$ cat config.mk
export PLATFORM = sky130hd
export DESIGN_NAME = lslf_queue
export DESIGN_NICKNAME = d
export VERILOG_FILES = /design/src/rtl/core/lslf_pkg.sv /design/src/rtl/core/lslf_queue.sv
export SDC_FILE = /design/constraint.sdc
export NUM_CORES = 1
export LEC_CHECK = 0
export BUFFER_PORTS_ARGS = -buffer_cell sky130_fd_sc_hd__buf_2
export CAP_MARGIN = 20
export CORE_MARGIN = 2
export CORE_UTILIZATION = 49
export CTS_BUF_LIST = sky130_fd_sc_hd__clkbuf_4
export DETAILED_ROUTE_END_ITERATION = 7
export PLACE_DENSITY_LB_ADDON = 0.15
export SLEW_MARGIN = 5
export SYNTH_ARGS = -nofsm -noshare
export SYNTH_HDL_FRONTEND = slang
export SYNTH_SLANG_ARGS = --single-unit
$ cat constraint.sdc
create_clock -name clk -period 17.3 [get_ports clk]
set_clock_uncertainty 0.2 [all_clocks]
set_input_delay 5.19 -clock clk [delete_from_list [all_inputs] [get_ports clk]]
set_output_delay 5.19 -clock clk [all_outputs]
set_load 0.1 [all_outputs]
$ cat src/rtl/core/lslf_pkg.sv
`default_nettype none
package lslf_pkg;

  // internal widths, sized for the largest supported point count (2^20)
  localparam int CW  = 21;        // point count
  localparam int SW  = 16 + CW;   // x and y sums, signed
  localparam int PW  = 31 + CW;   // product sums, signed
  localparam int MW  = 2 * SW;    // multiplier operand magnitude
  localparam int TW  = 2 * MW + 2; // signed working word of the back end
  localparam int NW  = 160;       // divider numerator
  localparam int DNW = TW;        // divider denominator
  localparam int MAX_POINTS_DEFAULT = 65536;

  localparam logic [1:0] ST_OK   = 2'd0;
  localparam logic [1:0] ST_FEW  = 2'd1;
  localparam logic [1:0] ST_FLAT = 2'd2;
  localparam logic [1:0] ST_OVF  = 2'd3;

  localparam logic [16:0] R2_ONE = 17'd65536;

  typedef struct packed {
    logic signed [15:0] x_value;
    logic signed [15:0] y_value;
    logic               last_point;
  } point_t;

  typedef struct packed {
    logic signed [31:0] slope;
    logic signed [31:0] intercept;
    logic [16:0]        r2_fit;
    logic [1:0]         fit_status;
  } fit_t;

  typedef struct packed {
    logic [CW-1:0]        n;
    logic signed [SW-1:0] sx;
    logic signed [SW-1:0] sy;
    logic signed [PW-1:0] sxy;
    logic signed [PW-1:0] sxx;
    logic signed [PW-1:0] syy;
    logic                 ovf;
  } sums_t;

  typedef struct packed {
    logic       full;
    logic       empty;
    logic [1:0] count;
  } queue_status_t;

  // rounded magnitude quotient to saturated signed 32 bits
  function automatic logic [31:0] sat32(input logic [NW-1:0] q, input logic neg);
    logic [31:0] r;
    if (!neg) begin
      r = (q > NW'(32'h7fff_ffff)) ? 32'h7fff_ffff : q[31:0];
    end else begin
      r = (q > NW'(33'h1_0000_0000 >> 1)) ? 32'h8000_0000 : (~q[31:0] + 32'd1);
    end
    return r;
  endfunction

endpackage
`default_nettype wire

$ cat src/rtl/core/lslf_queue.sv
`default_nettype none
module lslf_queue (
  input  wire logic                 clk,
  input  wire logic                 rst,
  input  wire logic                 push,
  input  wire lslf_pkg::sums_t      wdata,
  input  wire logic                 pop,
  output lslf_pkg::sums_t           head,
  output lslf_pkg::queue_status_t   status
);
  import lslf_pkg::*;

  sums_t      entry [2];
  logic       wr_ptr;
  logic       rd_ptr;
  logic [1:0] count;

  // two-entry fifo of finished sets
  always_ff @(posedge clk) begin
    if (rst) begin
      wr_ptr <= 1'b0;
      rd_ptr <= 1'b0;
      count  <= 2'd0;
    end else begin
      if (push) wr_ptr <= ~wr_ptr;
      if (pop)  rd_ptr <= ~rd_ptr;
      count <= count + {1'b0, push} - {1'b0, pop};
    end
    if (push) entry[wr_ptr] <= wdata;
  end

  assign head         = entry[rd_ptr];
  assign status.full  = (count == 2'd2);
  assign status.empty = (count == 2'd0);
  assign status.count = count;

endmodule
`default_nettype wire

# Word-level counts from Yosys, hierarchy flattened
# Memories as Yosys holds them, arrays and structs flattened. A register that Yosys moved wholly into a read port is not among the register bits.
# Index checks and enable logic that the tools add are counted.
dict set report word_totals {
  regBits 4
  ram_bits 504
  elab_cells 14
  memories 1
}
dict set report op_classes {
  n_addsub 2
  eq_ne 1
  mux 4
  n_bitwise 2
  reduce_logical 1
}
# name words width rd rd_ports_with_merged_regs write_ports line
set memory_table {}
lappend memory_table {entry 2 252 1 1 1 lslf_queue.sv:13} ;# sums_t entry [2];
# operator count
set op_table {}
lappend op_table {{two-way mux 1 bit} 4}
lappend op_table {{adder 2 x 1 -> 2 bit} 1}
lappend op_table {{== test 2 bit (second input constant)} 1}
lappend op_table {{logical NOT 2 bit} 1}
lappend op_table {{inverter 1 bit} 2}
lappend op_table {{subtractor 2 x 1 -> 2 bit} 1}

# Longest topological paths before layout
# Gate-level depths: netlist (run 1).
dict set report logic_depth {
  ltp_word 3
  ltp_mapped 6
  mapped_depth_nobuf 6
}

# Least setup slack after synthesis (run 1)
# Ideal clock, no wire load.
dict set report synth_path {
  path_type {in2reg}
  from {input port push}
  to {memory entry[0][0] (netlist bit), enable pin}
  setup_time_ns 0.900
  arrival_time_ns 16.035
  t_required_ns 16.200
  slack_ns 0.166
  stages 1
  path_cell_list {nor2b_1}
}
dict set report synth_between {
  elab_chain_len 2
}
# element line
set synth_rtl {}
lappend synth_rtl {{start, declared} lslf_queue.sv:5} ;# input wire logic push,
lappend synth_rtl {{two-way mux 1 bit} lslf_queue.sv:29} ;# if (push) entry[wr_ptr] <= wdata;
lappend synth_rtl {{two-way mux 1 bit (implied by the code)} lslf_queue.sv:29}
lappend synth_rtl {{end, declared} lslf_queue.sv:13}
# No other way between the ends.

==> qor.yml, run 1 <==
max_slew_margin_pct: 27.9
cts_sinks: 509
cts_tree: "done"
internal-power_mw: 2.09
async_reset_ff_share_pct: 0
rows: 71
clock_latency_ns: 0.79
hpwl_mm: 28.0
syn_to_final_growth_pct: 24.8
grt_antenna_before_repair: 22
ys_top_cells_by_count: "504 x edfxtp_1, 252 x mux2_2, 21 x buf_6"
yosysTopAreaCell: "edfxtp_1"
n_fill_cell: 2858
cp.required_ns: 11.91
drive_above_1_share_pct: 64.3
switching_share_pct: 34.0
clock-root-buffer: "clkbuf_4"
start_util_pct: 49.4
dr.pass1.iters: 6
maxCapViolations: 0
syn_area_per_cell_um2: 22.9
critical_path_arrival_ns: 3.95
die_w_um: 198
min-delay-start: "rd_ptr"
dieArea_mm2: 0.0392
grt_pass1_wl_mm: 58.3
crit_buf_inv: 3
fin_area_mm2: 0.0230
numCtsBuffers: 130
gr-total-overflow: 0
period_share_pct: 54.0
min_path_cells: 2
min_path_type: "reg2reg"
power.leakage_nw: 8.75
grt_usage_pct: 20.7
cp-end-kind: "output pin"
dpl_cell_area_mm2: 0.0215
drv_slew: 0
globalplace.congestion: 0.803
die_h_um: 198
syn_area_mm2: 0.0185
post_cts.resized_instances: 0
synth_edf_count: 504
rsz0062_at_grt: "no"
rr_worst_depth: 3
vias: 9944
power_frac_comb_pct: 23.8
io_buffers: 511
vdd_ir_drop_max_uv: 119
netlist_top_cells_area: "edfxtp_1 82%, mux2_2 15%, buf_6 1.3%"
hold_violations: 0
syn_inst: 805
drt-vias-per-instance: 4.91
clock_path_buffers: 3
cp_max_fo: 72
p_switching_mw: 1.08
crit_chain: "buf_4, buf_4, mux2_2, buf_2"
dr.first_iter.drc_count: 434
htree_num_levels: 4
worst_path_max_delay_cell: "buf_4"
seqPwrFrac_pct: 46.2
yosysWarnings: 0
r2r_start: "wr_ptr"
routedWlPerCell_um: 20.3
status: "finished, final reports clean"
grt_max_degree: 138
setup_tns_ns: 0
fin_nets: 1686
yosysMostFrequentCell: "edfxtp_1"
ys_types: 12
clk_pin_slew_ns: 0.06
cp-start-kind: "register"
syn_nets: 1063
final.min_clock_period_ns: 9.34
cts_hold_buf: 0
yosysSeqAreaShare_pct: 82.5
critPathMaxStageDelay_ns: 0.83
multi_input_area_mm2: 0.00296
drcViolationCount: 0
p_per_area_mw_per_mm2: 138
critical_path_class: "reg2out"
ant_nets: 0
cp_top_family: "buffers and inverters"
synthFlopType: "edfxtp_1"
hold_slack_ns: 0.331
synth_top_cell_area_share_pct: 82.0
io_pins: 512
worst_pin_slew_ns: 1.08
path_depth: 4
critPathMostFrequentCell: "buf_4"
fp.coreArea_mm2: 0.0374
post_cts_buffers: 0
fmax_mhz: 107
clockPowerShare_pct: 30.0
synth-seq-cells: 509
finalSetupViolations: 0
seq_area_mm2: 0.0152
grt_pass1_vias: 10300
finalWirelength_mm: 41.2
==> metal layers <==
layer	part of all wire (%)	GRT usage, %	vias up
met5	0.29	0	-
met4	4.1	12.1	18
met3	11	10.4	115
met2	49	33.7	484
met1	35	21.5	4765
li1	-	-	4562
==> flip-flops by register name, summed over array words and instances, names as in the netlist, named ones only <==
name	flops
entry	504
count	2
rd_ptr	1
wr_ptr	1
==> layout by cell type, fill, tap and decap left out <==
| master | netlist | final |
|---|---|---|
| buf_2 | 7 | 511 |
| nor2b_4 | 0 | 1 |
| and2_4 | 0 | 1 |
| ha_1 | 2 | 2 |
| clkinv_1 | 0 | 14 |
| dfxtp_4 | 0 | 1 |
| nor2_1 | 5 | 5 |
| xnor3_1 | 1 | 1 |
| nor2b_1 | 3 | 2 |
| clkbuf_4 | 0 | 179 |
| clkinv_2 | 0 | 1 |
| inv_1 | 2 | 2 |
| mux2_2 | 252 | 252 |
| inv_2 | 0 | 6 |
| edfxtp_1 | 504 | 504 |
| dfxtp_1 | 5 | 4 |
| bufinv_16 | 0 | 3 |
| buf_4 | 0 | 7 |
| clkinvlp_4 | 0 | 2 |
| xnor2_1 | 2 | 2 |
| buf_12 | 0 | 1 |
| diode_2 | 0 | 12 |
==> power groups by stage <==
| stage | logic (mW) | clock network [mW] | registers (mW) |
|---|---|---|---|
| floorplan | 0.630 | 0 | 1.51 |
| global placement | 0.755 | 0 | 1.49 |
| detailed placement | 0.758 | 0 | 1.49 |
| CTS | 0.759 | 0.989 | 1.47 |
| global route | 0.778 | 1.05 | 1.47 |
| finish | 0.754 | 0.952 | 1.46 |
==> through the flow <==
stage	total power [mW]	setup WS, ns	utilization, %	cells
finish	3.17	7.96	61.6	2024
global route	3.30	7.68	61.6	2022
CTS	3.21	7.86	61.5	2012
detailed placement	2.25	8.60	57.4	1807
global placement	2.24	8.55	57.4	1807
floorplan	2.14	0.166	-	805
==> final timing paths <==
check,to,slack [ns]
max,head[183],7.96
min,rd_ptr,0.33
max reg2reg,entry[0][236],13.67
min reg2reg,rd_ptr,0.33
==> worst reg2reg max path: cells and delay by family, from the launching register on <==
kind	cells	cell delay (ns)
buf+inv	2	1.78
simple gates	1	0.80
flops	1	0.35
==> logic make-up (layout without fill, tap and decap cells) <==
kind of cell	count (synthesis)	after routing	share of synthesized area (%)
other cells	0	12	0
xor+xnor	3	3	0.217
mux	252	252	15.4
flops	509	509	82.5
simple gates	9	9	0.237
fa+ha+maj	2	2	0.136
buf+inv	30	726	1.51
==> area by class of cell <==
class                   instances  area share [%]
well taps                     511            2.78
inverters                       2          0.0326
repair buffers                519            11.4
multi-input cells             266            12.8
clock buffers                 179            5.83
clock inverters                26           0.804
flip-flops and latches        509            66.2
diodes                         12           0.130
Power figures use the tool's default switching activity.
==> run 2, diff against run 1 <==
CORE_AREA = 2 2 200 202   (was unset)
CORE_MARGIN = unset   (was 2)
CORE_UTILIZATION = unset   (was 49)
DIE_AREA = 0 0 202 204   (was unset)
clock period = 8.6 ns   (was 17.3 ns; I/O delays follow)
==> qor.yml, run 2 (same netlist as run 1, synthesis figures left out) <==
rows: 73  # was 71
cts_sinks: 509  # unchanged
drt-vias-per-instance: 4.89  # was 4.91
critical_path_class: "reg2out"  # unchanged
mostFrequentLayoutCell: "buf_2"  # unchanged
grt_pass1_wl_mm: 59.8  # was 58.3 mm
min_path_cells: 2  # unchanged
cp_max_fo: 75  # was 72
largest_reg_flops: 504  # unchanged
post_cts.resized_instances: 0  # unchanged
fin_ws_ns: 2.63  # was 7.96 ns
setup_tns_ns: 0  # unchanged
grt_antenna_before_repair: 16  # was 22
hpwl_mm: 27.5  # was 28.0 mm
io_buffers: 511  # unchanged
final.min_clock_period_ns: 5.97
clk_pin_slew_ns: 0.05  # was 0.06 ns
grt_usage_pct: 19.7  # was 20.7%
cp-end-kind: "output pin"  # unchanged
vias: 10000  # was 9,944
globalplace.congestion: 0.754  # was 0.803
finalSetupViolations: 0  # unchanged
cp-start-kind: "register"  # unchanged
maxCapViolations: 0  # unchanged
min_path_type: "reg2reg"  # unchanged
fin_area_mm2: 0.0232  # was 0.0230 mm2
final_cell_mix: "511 x buf_2, 504 x edfxtp_1, 252 x mux2_2"  # unchanged
power.leakage_nw: 8.83  # was 8.75 nW
dpl_cell_area_mm2: 0.0215  # about the same
post_cts_buffers: 0  # unchanged
finalWirelength_mm: 41.5  # was 41.2 mm
period_share_pct: 69.5
clock-root-buffer: "clkbuf_4"  # unchanged
clock_path_buffers: 3  # unchanged
cts_hold_buf: 0  # unchanged
dieArea_mm2: 0.0412  # was 0.0392 mm2
routedWlPerCell_um: 20.3  # about the same
start_util_pct: 47.1  # was 49.4%
die_w_um: 202  # was 198 um
grt_pass1_vias: 10600  # was 10,300
rr_worst_depth: 2  # was 3
top_register: "entry"  # unchanged
status: "finished, final reports clean"  # unchanged
drive_above_1_share_pct: 64.9  # was 64.3%
fmax_mhz: 167
grt_max_degree: 144  # was 138
cts_tree: "done"  # unchanged
multi_input_area_mm2: 0.00296  # unchanged
htree_num_levels: 4  # unchanged
io_pins: 512  # unchanged
final_cells: 2047  # was 2,024
drv_slew: 0  # unchanged
fp.coreArea_mm2: 0.0392  # was 0.0374 mm2
p_per_area_mw_per_mm2: 280  # was 138 mW/mm2
fin_nets: 1688  # was 1,686
n_fill_cell: 3109  # was 2,858
syn_to_final_growth_pct: 25.5  # was 24.8%
die_h_um: 204  # was 198 um
dp_cells: 1820  # was 1,807
drcViolationCount: 0  # unchanged
gr-total-overflow: 0  # unchanged
clock_latency_ns: 0.78  # was 0.79 ns
worst_pin_slew_ns: 1.07  # was 1.08 ns
max_slew_margin_pct: 28.9  # was 27.9%
critical_path_arrival_ns: 3.19  # was 3.95 ns
largestRegisters: "entry: 504 flops, count: 2 flops"  # unchanged
dpl_worst_slack_ns: 3.40  # was 8.60 ns
cp.required_ns: 5.82  # was 11.91 ns
seq_area_mm2: 0.0152  # unchanged
rsz0062_at_grt: "no"  # unchanged
numCtsBuffers: 133  # was 130
dr.pass1.iters: 5  # was 6
hold_violations: 0  # unchanged
r2r_slack_ns: 5.89  # was 13.67 ns
dr.first_iter.drc_count: 528  # was 434
vdd_ir_drop_max_uv: 179  # was 119 uV
ant_nets: 0  # unchanged
## run 2: changes by cell type in the layout (fill, tap and decap cells not counted), sizes merged
| cell | before | now |
|---|---|---|
| buf | 519 | 518 |
| clkbuf | 179 | 198 |
| clkinv | 15 | 10 |
| clkinvlp | 2 | 1 |
| diode | 12 | 10 |
| inv | 8 | 7 |
## run 2: metal layers
metal	up-vias	global-route usage, %	wire, um
met3	84	9.96	4540
met4	12	9.74	1270
met5	-	0	71
met2	433	31.7	20300
li1	4564	-	-
met1	4915	21.6	15400
## run 2: path summary, 6_finish.rpt
check,startpoint,endpoint
setup / recovery,register,head[92]
setup reg to reg,wr_ptr,entry[1][48]
hold reg to reg,rd_ptr,rd_ptr
hold / removal,rd_ptr,rd_ptr
## run 2: worst max-delay path, stage by stage (launching register included)
cell and delay [ns]:
dfxtp_4 0.68, buf_4 0.85, mux2_2 0.35, buf_2 0.43
## run 2: final cells by class
cell class	count	area share (%)
repair buffers	518	11.4
inverters	2	0.0324
multi-input cells	266	12.8
well taps	525	2.83
diodes	10	0.108
clock buffers	198	6.41
flip-flops and latches	509	65.8
clock inverters	19	0.675
## run 2: where the power goes
| group | internal (mW) | switching [mW] |
|---|---|---|
| registers | 2.90 | 0.0392 |
| logic | 0.271 | 1.26 |
| clock network | 1.13 | 0.896 |
| total | 4.30 | 2.20 |
## run 2: metrics by stage
stage | hold slack (ns) | power [mW] | util [%]
2_1_floorplan | 0.280 | 4.27 | -
3_3_place_gp | 0.295 | 4.52 | 54.9
3_5_place_dp | 0.324 | 4.53 | 54.9
4_1_cts | 0.336 | 6.59 | 59.1
5_1_grt | 0.394 | 6.76 | 59.1
6_report | 0.336 | 6.50 | 59.1
